File: config.mk
export PLATFORM = sky130hd
export DESIGN_NAME = configurable_fibonacci_lfsr_core
export DESIGN_NICKNAME = d
export VERILOG_FILES = /design/src/cfl_pkg.sv /design/src/cfl_ctrl.sv /design/src/cfl_datapath.sv /design/src/configurable_fibonacci_lfsr_core.sv
export VERILOG_INCLUDE_DIRS = /design/src /design/src/src
export SDC_FILE = /design/constraint.sdc
export NUM_CORES = 1
export LEC_CHECK = 0
export ABC_CLOCK_PERIOD_IN_PS = 6300
export BUFFER_PORTS_ARGS = -buffer_cell sky130_fd_sc_hd__buf_4
export CELL_PAD_IN_SITES_DETAIL_PLACEMENT = 0
export CELL_PAD_IN_SITES_GLOBAL_PLACEMENT = 2
export CORE_UTILIZATION = 40
export CTS_CLUSTER_DIAMETER = 50
export CTS_CLUSTER_SIZE = 24
export DETAILED_ROUTE_END_ITERATION = 16
export HOLD_SLACK_MARGIN = 0.06
export MAX_ROUTING_LAYER = met4
export PLACE_DENSITY = 0.88
export SLEW_MARGIN = 10
export SYNTH_ARGS = -nofsm -noshare
export SYNTH_HDL_FRONTEND = slang
export SYNTH_SLANG_ARGS = --single-unit
File: constraint.sdc
create_clock -name clock -period 6.3 [get_ports clock]
set_clock_uncertainty 0.05 [all_clocks]
set_input_delay 0.63 -clock clock [delete_from_list [all_inputs] [get_ports clock]]
set_output_delay 0.63 -clock clock [all_outputs]
set_load 0.05 [all_outputs]
File: src/configurable_fibonacci_lfsr_core_defines.svh
// Assertion macros for the top level of the LFSR core.
`ifndef CONFIGURABLE_FIBONACCI_LFSR_CORE_DEFINES_SVH
`define CONFIGURABLE_FIBONACCI_LFSR_CORE_DEFINES_SVH
`ifndef SYNTHESIS
`define CFL_ASSERT_ALWAYS(label, clk, rst, cond) \
   label: assert property (@(posedge clk) disable iff (rst) (cond)) \
      else $error("assertion failed: invariant");
`define CFL_ASSERT_NEXT(label, clk, rst, ante, cons) \
   label: assert property (@(posedge clk) disable iff (rst) (ante) |=> (cons)) \
      else $error("assertion failed: next-cycle check");
`else
`define CFL_ASSERT_ALWAYS(label, clk, rst, cond)
`define CFL_ASSERT_NEXT(label, clk, rst, ante, cons)
`endif
`endif

File: src/cfl_pkg.sv
// Shared types, codes and tap table for the Fibonacci LFSR core.
package cfl_pkg;

   localparam int CFL_MAX_WIDTH = 16;
   localparam int CFL_MIN_WIDTH = 3;

   localparam logic [2:0] KIND_BIT    = 3'd0;
   localparam logic [2:0] KIND_BYTE   = 3'd1;
   localparam logic [2:0] KIND_WORD   = 3'd2;
   localparam logic [2:0] KIND_RESEED = 3'd3;
   localparam logic [2:0] KIND_SET    = 3'd4;

   typedef struct packed {
      logic [2:0]  kind;
      logic [15:0] load_value;
   } req_type;

   typedef struct packed {
      logic [15:0] random_bits;
      logic [15:0] shift_state;
      logic [31:0] step_count;
      logic        load_error;
   } rsp_type;

   // controller to datapath
   typedef struct packed {
      logic       start;
      logic       step;
      logic [3:0] step_idx;
      logic       finish;
   } cmd_type;

   function automatic logic [15:0] tap_mask(input logic [4:0] width);
      logic [15:0] taps;
      case (width)
         5'd3:    taps = 16'h0003;
         5'd4:    taps = 16'h0009;
         5'd5:    taps = 16'h0012;
         5'd6:    taps = 16'h0021;
         5'd7:    taps = 16'h0041;
         5'd8:    taps = 16'h008E;
         5'd9:    taps = 16'h0108;
         5'd10:   taps = 16'h0204;
         5'd11:   taps = 16'h0402;
         5'd12:   taps = 16'h0829;
         5'd13:   taps = 16'h100D;
         5'd14:   taps = 16'h2015;
         5'd15:   taps = 16'h4001;
         5'd16:   taps = 16'h8016;
         default: taps = 16'h0003;
      endcase
      return taps;
   endfunction

   function automatic logic [15:0] width_mask(input logic [4:0] width);
      logic [16:0] full;
      full = (17'd1 << width) - 17'd1;
      return full[15:0];
   endfunction

   function automatic logic [4:0] clamp_width(input logic [4:0] w, input logic [4:0] top);
      logic [4:0] res;
      if (w < 5'(CFL_MIN_WIDTH)) begin
         res = 5'(CFL_MIN_WIDTH);
      end else if (w > top) begin
         res = top;
      end else begin
         res = w;
      end
      return res;
   endfunction

endpackage

File: src/cfl_ctrl.sv
// Sequencer: accepts a word, runs the step loop for bit, byte and word kinds, hands the result to the output slot.
module cfl_ctrl (
   input  logic             clock,
   input  logic             reset,
   input  logic             req_valid,
   output logic             req_stall,
   input  logic [2:0]       req_kind,
   output logic             rsp_valid,
   input  logic             rsp_stall,
   output cfl_pkg::cmd_type cmd
);
   import cfl_pkg::*;

   typedef enum logic [1:0] {
      ST_IDLE,
      ST_RUN,
      ST_WAIT
   } state_type;

   state_type  state_ff, state_in;
   logic [3:0] idx_ff, idx_in;
   logic [3:0] last_ff, last_in;
   logic       rsp_valid_ff, rsp_valid_in;
   logic       accept;
   logic       slot_free;

   assign req_stall = (state_ff != ST_IDLE);
   assign accept    = req_valid && !req_stall;
   assign slot_free = !rsp_valid_ff || !rsp_stall;
   assign rsp_valid = rsp_valid_ff;

   always_comb begin
      cmd.start    = accept;
      cmd.step     = (state_ff == ST_RUN);
      cmd.step_idx = idx_ff;
      cmd.finish   = (state_ff == ST_WAIT) && slot_free;
   end

   always_comb begin
      state_in     = state_ff;
      idx_in       = idx_ff;
      last_in      = last_ff;
      rsp_valid_in = rsp_valid_ff && rsp_stall;
      case (state_ff)
         ST_IDLE: begin
            if (accept) begin
               idx_in = 4'd0;
               case (req_kind)
                  KIND_BIT: begin
                     last_in  = 4'd0;
                     state_in = ST_RUN;
                  end
                  KIND_BYTE: begin
                     last_in  = 4'd7;
                     state_in = ST_RUN;
                  end
                  KIND_WORD: begin
                     last_in  = 4'd15;
                     state_in = ST_RUN;
                  end
                  default: state_in = ST_WAIT;
               endcase
            end
         end
         ST_RUN: begin
            if (idx_ff == last_ff) begin
               state_in = ST_WAIT;
            end else begin
               idx_in = idx_ff + 4'd1;
            end
         end
         ST_WAIT: begin
            if (slot_free) begin
               rsp_valid_in = 1'b1;
               state_in     = ST_IDLE;
            end
         end
         default: state_in = ST_IDLE;
      endcase
   end

   always_ff @(posedge clock) begin
      if (reset) begin
         state_ff     <= ST_IDLE;
         idx_ff       <= 4'd0;
         last_ff      <= 4'd0;
         rsp_valid_ff <= 1'b0;
      end else begin
         state_ff     <= state_in;
         idx_ff       <= idx_in;
         last_ff      <= last_in;
         rsp_valid_ff <= rsp_valid_in;
      end
   end

endmodule

File: src/cfl_datapath.sv
// Shift register, step counter, width register and result register.
module cfl_datapath #(
   parameter int MAX_WIDTH = cfl_pkg::CFL_MAX_WIDTH
) (
   input  logic             clock,
   input  logic             reset,
   input  cfl_pkg::cmd_type cmd,
   input  cfl_pkg::req_type req_word,
   input  logic             csr_wr_en,
   input  logic [4:0]       csr_wr_data,
   output cfl_pkg::rsp_type rsp_word
);
   import cfl_pkg::*;

   localparam logic [4:0] TopWidth = 5'(MAX_WIDTH);

   logic [4:0]  width_ff, width_in;
   logic [15:0] shift_ff, shift_in;
   logic [31:0] count_ff, count_in;
   logic [15:0] bits_ff, bits_in;
   logic [2:0]  kind_ff, kind_in;
   logic [15:0] load_ff, load_in;
   rsp_type     rsp_ff, rsp_in;

   logic [15:0] mask;
   logic        fb;
   logic [15:0] load_m;
   logic [4:0]  new_width;
   logic [15:0] new_mask;
   logic [15:0] cfg_shift;

   assign mask   = width_mask(width_ff);
   assign fb     = ^(shift_ff & tap_mask(width_ff));
   assign load_m = load_ff & mask;

   assign new_width = clamp_width(csr_wr_data, TopWidth);
   assign new_mask  = width_mask(new_width);
   assign cfg_shift = shift_ff & new_mask;

   always_comb begin
      width_in = width_ff;
      shift_in = shift_ff;
      count_in = count_ff;
      bits_in  = bits_ff;
      kind_in  = kind_ff;
      load_in  = load_ff;
      rsp_in   = rsp_ff;

      if (csr_wr_en) begin
         width_in = new_width;
         shift_in = (cfg_shift == 16'd0) ? 16'd1 : cfg_shift;
      end

      if (cmd.start) begin
         kind_in = req_word.kind;
         load_in = req_word.load_value;
         bits_in = 16'd0;
      end

      if (cmd.step) begin
         shift_in = ((shift_ff >> 1) | (16'(fb) << (width_ff - 5'd1))) & mask;
         count_in = count_ff + 32'd1;
         bits_in  = bits_ff | (16'(fb) << cmd.step_idx);
      end

      if (cmd.finish) begin
         rsp_in.load_error = 1'b0;
         rsp_in.random_bits = bits_ff;
         case (kind_ff)
            KIND_BIT, KIND_BYTE, KIND_WORD: ;
            KIND_RESEED: begin
               shift_in           = (load_m == 16'd0) ? 16'd1 : load_m;
               count_in           = 32'd0;
               rsp_in.random_bits = shift_in;
            end
            KIND_SET: begin
               if (load_m == 16'd0) begin
                  rsp_in.load_error = 1'b1;
               end else begin
                  shift_in = load_m;
                  count_in = 32'd0;
               end
               rsp_in.random_bits = shift_in;
            end
            default: rsp_in.random_bits = 16'd0;
         endcase
         rsp_in.shift_state = shift_in;
         rsp_in.step_count  = count_in;
      end
   end

   always_ff @(posedge clock) begin
      if (reset) begin
         width_ff <= TopWidth;
         shift_ff <= 16'd1;
         count_ff <= 32'd0;
      end else begin
         width_ff <= width_in;
         shift_ff <= shift_in;
         count_ff <= count_in;
      end
      bits_ff <= bits_in;
      kind_ff <= kind_in;
      load_ff <= load_in;
      rsp_ff  <= rsp_in;
   end

   assign rsp_word = rsp_ff;

endmodule

File: src/configurable_fibonacci_lfsr_core.sv
// Top level of the configurable-width Fibonacci LFSR core.
//
//   channel  direction  handshake            payload
//   req      in         req_valid/req_stall  req_word (kind, load_value)
//   rsp      out        rsp_valid/rsp_stall  rsp_word (bits, state, count, error)
//   csr      in         csr_wr_en            csr_wr_data (width_bits)
//
// One LFSR step per cycle in the shift datapath: a word runs n = 1, 8 or 16 steps
// between its acceptance and the next acceptance; loads run no steps.
// The result register frees the input side: a new word is taken while the last
// result still waits; rsp_stall only holds the finish of the following word.
// Synchronous reset: width = MAX_WIDTH, state = 1, step count = 0, no result.
`include "configurable_fibonacci_lfsr_core_defines.svh"
module configurable_fibonacci_lfsr_core #(
   parameter int MAX_WIDTH = cfl_pkg::CFL_MAX_WIDTH
) (
   input  logic             clock,
   input  logic             reset,
   input  logic             req_valid,
   output logic             req_stall,
   input  cfl_pkg::req_type req_word,
   output logic             rsp_valid,
   input  logic             rsp_stall,
   output cfl_pkg::rsp_type rsp_word,
   input  logic             csr_wr_en,
   input  logic [4:0]       csr_wr_data
);
   import cfl_pkg::*;

   cmd_type cmd;

   cfl_ctrl u_ctrl (
      .clock     (clock),
      .reset     (reset),
      .req_valid (req_valid),
      .req_stall (req_stall),
      .req_kind  (req_word.kind),
      .rsp_valid (rsp_valid),
      .rsp_stall (rsp_stall),
      .cmd       (cmd)
   );

   cfl_datapath #(
      .MAX_WIDTH (MAX_WIDTH)
   ) u_datapath (
      .clock       (clock),
      .reset       (reset),
      .cmd         (cmd),
      .req_word    (req_word),
      .csr_wr_en   (csr_wr_en),
      .csr_wr_data (csr_wr_data),
      .rsp_word    (rsp_word)
   );

   // an accepted word keeps the input side busy in the following cycle
   `CFL_ASSERT_NEXT(a_busy_after_accept, clock, reset, req_valid && !req_stall, req_stall)
   // a finish never overwrites a result that is still being stalled
   `CFL_ASSERT_ALWAYS(a_no_overwrite, clock, reset, !(cmd.finish && rsp_valid && rsp_stall))
   // steps only run while a word is in flight
   `CFL_ASSERT_ALWAYS(a_step_in_flight, clock, reset, !(cmd.step && !req_stall))
   // a finish is followed by a valid result
   `CFL_ASSERT_NEXT(a_finish_valid, clock, reset, cmd.finish, rsp_valid)

endmodule

==> results.ini, run 1 <==
[power_and_ir_drop]
switching_share_pct=28.97
p_leak_nw=3.627
power.internal_mw=1.999
p_sw_mw=0.8153
pwr-share-clk_pct=37.9
pwr-share-seq_pct=47.4
p_comb_share_pct=14.8
p_per_area_mw_per_mm2=277.6
vdd_drop_max_mv=0.2067
power_mw=2.814

[floorplan]
die_h_um=149.0
rows=53
die_w_um=149.0
ios=96
start_util_pct=40.99
coreArea_mm2=0.02109
dieArea_mm2=0.02220

[drt]
drc=0
num_vias=6949
drtAntennaViolNets=0
first_iter_violations=485
routedWlPerCell_um=18.49
vias_per_cell=5.493
firstDrtPassIters=5
wl_mm=23.39

[timing]
slew_violations=0
setup_slack_ps=1422
finalCritPeriodShare_pct=77.44
relSlewSlack_pct=25.84
fin_hold_ws_ps=317.5
tightest_slew_ps=1110
finalHoldViolCount=0
rsz0062_at_grt=false
setup_viol=0
fin_crit_ps=4878
setup_tns_ps=0
timing.fmax_ghz=0.2050

[synth]
synth_cells=902
ys_warn_count=0
synth-main-ff-cell=edfxtp_1
syn_area_mm2=0.008645
synth_cell_types=71
synth_edf_count=100
async_flop_share_pct=0
avgSynthCellArea_um2=9.584
synth_seq_cells=178
yosysSeqAreaShare_pct=52.80

[clock_tree]
clock_latency_ps=440
clk_path_buf_depth=2
cts_root_buf=clkbuf_16
ctsResizeCount=0
cts_setup_buffers=0
postCtsHoldBufs=0
htree_levels=4
path_clk_slew_ps=70
cts_tree=done
cts_buffers=17
cts.sinks=178

[worst_setup_path]
crit_type=reg2reg
r2r_start=u_datapath.width_ff[0]
r2r_end=u_datapath.rsp_word[41]
path_max_fanout=48
cp.required_ps=6380
worstSetupEndpoint=u_datapath.rsp_word[41]
r2r_slack_ps=1420
start_kind=flop
rr_worst_depth=12
critPathArrivalTime_ps=4960
worstSetupEndpointType=flop
critPathLaunch=u_datapath.width_ff[0]

[layout]
stdcell_count=1265
fillCellCount=2018
fin_area_mm2=0.01014
area_growth_syn_to_layout_pct=17.27
antenna_cells=0
utilization_pct=48.07
fin_nets=1020
drive_above_1_share_pct=14.75
seq_area_mm2=0.004564
mostFrequentLayoutCells=138 x nor2_1, 102 x nand2_1, 102 x buf_4, 100 x edfxtp_1, 78 x dfxtp_1
layout_commonest_cell=nor2_1
multi_input_comb_area_mm2=0.003761

[placed_design]
io_buffers=95
hpwl_mm=17.09
place_area_mm2=0.009548
dp_cells=1233
place_ws_ps=1439
globalplace.congestion=0.8910

[global_routing]
antenna_found_initial=0
grt_pass1_wl_mm=36.68
grt.total_usage_pct=22.45
grt.overflow.total=0
first_global_vias=6629
grt_start_max_net_pins=67

[flow_run]
drv_cap=0

[status]
outcome=completed

[worst_hold_path]
min_path_type=in2reg

## power by group through the flow
stage	Sequential, mW	Combinational (mW)	Clock, mW
after global routing	1.34	0.447	1.13
after floorplan	1.44	0.194	0
after CTS	1.33	0.414	1.08
after global placement	1.36	0.412	0
after detailed placement	1.36	0.412	0
final	1.33	0.416	1.07
## worst max-delay path, cell delays in order, from the launching register on
cell       delay [ps]
dfxtp_1           430
inv_1             180
ha_1              490
or4b_4            550
ha_1              350
or3b_1            280
nor3_1             80
a2111oi_1         660
a2111oi_0         150
nand2_1           150
nor3_2             90
nor2_4            840
o21ai_0           260
## cells by family after synthesis
logic type	Yosys count	synth area share [%]
adders and majority gates	14	2.026
buffers and inverters	77	3.951
other	1	0.04338
muxes	8	0.9408
DFF	178	52.80
xor gates and xnor gates	55	5.573
and+or+nand+nor	372	19.77
AOI/OAI and AO/OA	197	14.89
## routing by layer
layer	share of wire, %	track usage (%)
met4	3.3	9.694
met5	0	-
met3	5.7	4.434
met1	46	29.22
met2	45	33.88
## layout make-up
cell class	count	share of cell area (%)
flip-flops and latches	178	45.03
multi-input cells	648	37.10
repair buffers	102	7.554
clock buffers	19	4.480
well taps	275	3.394
clock inverters	13	1.333
inverters	30	1.111
## state kept, by name, summed over array words and instances (netlist names), named ones only
| name | flops |
|---|---|
| u_datapath.bits_ff | 16 |
| u_datapath.width_ff | 5 |
| u_datapath.kind_ff | 3 |
| u_datapath.load_ff | 16 |
| u_datapath.rsp_word | 65 |
| u_ctrl.rsp_valid | 1 |
| u_datapath.shift_ff | 16 |
| u_ctrl.idx_ff | 4 |
| u_ctrl.state_ff | 2 |
| u_ctrl.last_ff | 2 |
| u_datapath.count_ff | 32 |
## how the worst min path moves through the flow
stage / from / end / slack (ps) / depth (start not counted)
after floorplan: u_ctrl.last_ff[3] / u_ctrl.last_ff[3] / 430 / 2
after global placement: u_ctrl.rsp_valid / u_ctrl.rsp_valid / 460 / 2
after detailed placement: u_ctrl.rsp_valid / u_ctrl.rsp_valid / 460 / 2
after CTS: req_word[8] / u_datapath.load_ff[8] / 310 / 1
after global routing: req_word[4] / u_datapath.load_ff[4] / 300 / 1
final: req_word[4] / u_datapath.load_ff[4] / 320 / 1
## synth_stat cells, types with 21 or more instances
| cell | n | area (um2) |
|---|---|---|
| nor2_1 | 139 | 521.8 |
| nand2_1 | 102 | 382.9 |
| edfxtp_1 | 100 | 3003 |
| dfxtp_1 | 78 | 1562 |
| a21oi_1 | 39 | 195.2 |
| nand3_1 | 38 | 190.2 |
| o21ai_0 | 38 | 190.2 |
| inv_1 | 29 | 108.9 |
| clkbuf_1 | 28 | 105.1 |
| xnor2_1 | 28 | 245.2 |
| xor2_1 | 27 | 236.5 |
| nor3_1 | 21 | 105.1 |
No activity file was read; power rests on OpenSTA's default activity.
==> run 2, diff against run 1 <==
ABC_AREA = 1   (was default)
ABC_CLOCK_PERIOD_IN_PS = 4450   (was 6300)
CORE_UTILIZATION = 32   (was 40)
PLACE_DENSITY = 0.8   (was 0.88)
clock period = 4.45 ns   (was 6.3 ns; I/O delays follow)
==> results.ini, run 2 <==
[layout]
antenna_cells=0
drive_above_1_share_pct=12.69
fin_nets=1283
mostFrequentLayoutCells=295 x nand2_1, 160 x nor2_1, 147 x inv_1, 101 x buf_4, 100 x edfxtp_1
fin_area_mm2=0.01084
area_growth_syn_to_layout_pct=19.31
largest_reg_flops=65
layout_commonest_cell=nand2_1

[clock_tree]
ctsResizeCount=0
clock_latency_ps=430
cts_tree=done
clk_path_buf_depth=2
htree_levels=4
cts.sinks=178
cts_root_buf=clkbuf_16
path_clk_slew_ps=80
cts_setup_buffers=0
cts_buffers=17
postCtsHoldBufs=0

[synth]
synth_seq_cells=178
ys_warn_count=0
synth_top_area_share_pct=33.06
avgSynthCellArea_um2=7.968
synth-main-ff-cell=edfxtp_1
yosysSeqAreaShare_pct=50.25
synth_edf_count=100
async_flop_share_pct=0
synth_cells=1140
syn_area_mm2=0.009084
synth.most_common_cell=nand2_1
synth_largest_area_cell=edfxtp_1
yosys-top-cells-area=edfxtp_1 33%, dfxtp_1 17%, nand2_1 12%
netlist_top_cells_count=295 x nand2_1, 161 x nor2_1, 147 x inv_1
synth_cell_types=41

[floorplan]
dieArea_mm2=0.02907
rows=61
start_util_pct=32.61
die_w_um=170.5
die_h_um=170.5
ios=96
coreArea_mm2=0.02786

[drt]
wl_mm=25.63
vias_per_cell=4.658
first_iter_violations=596
drtAntennaViolNets=0
num_vias=7598
firstDrtPassIters=5
drc=0
routedWlPerCell_um=15.71

[placed_design]
io_buffers=95
hpwl_mm=19.92
place_area_mm2=0.01021
place_ws_ps=748.6
globalplace.congestion=0.8697

[worst_setup_path]
critPathArrivalTime_ps=3810
crit_type=reg2reg
start_kind=flop
slowest_delay_ps=380
path_max_fanout=29
cp.required_ps=4570
crit_chain=inv_1 > ha_1 > nand2_1 > nor2_2 > inv_2 > ha_1 > nand3_1 > nor2_1 > xnor2_1 > nand2_1 > nand4_1 > nor2_2 > nand4_4 > inv_2 > nor2_4 > buf_4 > nor2_1
worstSetupEndpointType=flop
slowest_stage=buf_4

[timing]
relSlewSlack_pct=41.63
fin_crit_ps=3688
tightest_slew_ps=875.6
rsz0062_at_grt=false
finalCritPeriodShare_pct=82.88
slew_violations=0
finalHoldViolCount=0
setup_slack_ps=761.8
timing.fmax_ghz=0.2711
setup_viol=0
setup_tns_ps=0

[global_routing]
antenna_found_initial=0
first_global_vias=7486
grt_start_max_net_pins=68
grt_pass1_wl_mm=40.43
grt.overflow.total=0
grt.total_usage_pct=19.00

[worst_hold_path]
min_path_type=in2reg

[status]
outcome=completed

[flow_run]
drv_cap=0

[power_and_ir_drop]
vdd_drop_max_mv=0.2412
p_leak_nw=4.515
p_per_area_mw_per_mm2=391.2

-- run 2: changes by cell type after synthesis, sizes merged, moves of 7 or more --
cell,before,now
buf,19,12
nand2,102,297
clkbuf,28,9
o21ai,47,63
inv,29,155
nand4,9,19
nor2,139,172
nand2b,11,0
nor2b,9,0
xnor2,28,18
nand3,38,63
a31oi,17,1
-- run 2: final cells by class --
| cell class | instances | area, um2 |
|---|---|---|
| Inverter | 157 | 589.3 |
| Tap cell | 378 | 473.0 |
| Fill cell | 2882 | 17020 |
| Clock inverter | 15 | 201.4 |
| Multi-Input combinational cell | 785 | 3826 |
| Clock buffer | 17 | 425.4 |
| Timing Repair Buffer | 101 | 758.2 |
| Sequential cell | 178 | 4564 |
-- run 2: final timing paths --
kind | start | to | slack (ps) | cells after the start
worst max-delay path | u_datapath.width_ff[0] | u_datapath.rsp_word[29] | 760 | 17
worst min-delay path | req_word[7] | u_datapath.load_ff[7] | 140 | 1
worst max register to register | u_datapath.width_ff[0] | u_datapath.rsp_word[29] | 760 | 17
worst min register to register | u_ctrl.last_ff[3] | u_ctrl.last_ff[3] | 440 | 2
-- run 2: cells by family after synthesis --
kind of cell | share of synthesized area, %
DFF | 50.25
other | 0.04128
muxes | 0.1102
and+or+nand+nor | 27.20
buffers and inverters | 7.755
AOI/OAI and AO/OA | 8.857
adders and majority gates | 1.928
xor gates and xnor gates | 3.857
-- run 2: power breakdown --
| group | internal, mW | switching [mW] |
|---|---|---|
| clock network | 0.778 | 0.787 |
| logic | 0.201 | 0.547 |
| registers | 1.86 | 0.0649 |
-- run 2: per-stage QoR --
step / total power, mW / util (%) / hold slack (ps) / std cells
finish: 4.240 / 38.90 / 142.7 / 1631
global route: 4.420 / 38.90 / 124.3 / 1631
CTS: 4.282 / 38.90 / 126.7 / 1631
detailed placement: 2.717 / 36.65 / 426.3 / 1599
global placement: 2.719 / 36.65 / 421.6 / 1599
floorplan: 2.455 / - / 398.0 / 1141
-- run 2: routing by layer --
layer | global-route usage, % | vias to the layer above | routed length, um
li1 | - | 3906 | -
met1 | 23.82 | 3417 | 11750
met2 | 30.04 | 212 | 11800
met3 | 2.837 | 63 | 1064
met4 | 8.970 | 0 | 1014
met5 | - | - | 0
-- run 2: worst max-delay path, delay by kind of cell, from the launching register on --
| family | cells | cell delay, ps |
|---|---|---|
| DFF | 1 | 370 |
| buffers and inverters | 4 | 730 |
| and+or+nand+nor | 10 | 1500 |
| adders and majority gates | 2 | 450 |
| xor gates and xnor gates | 1 | 300 |
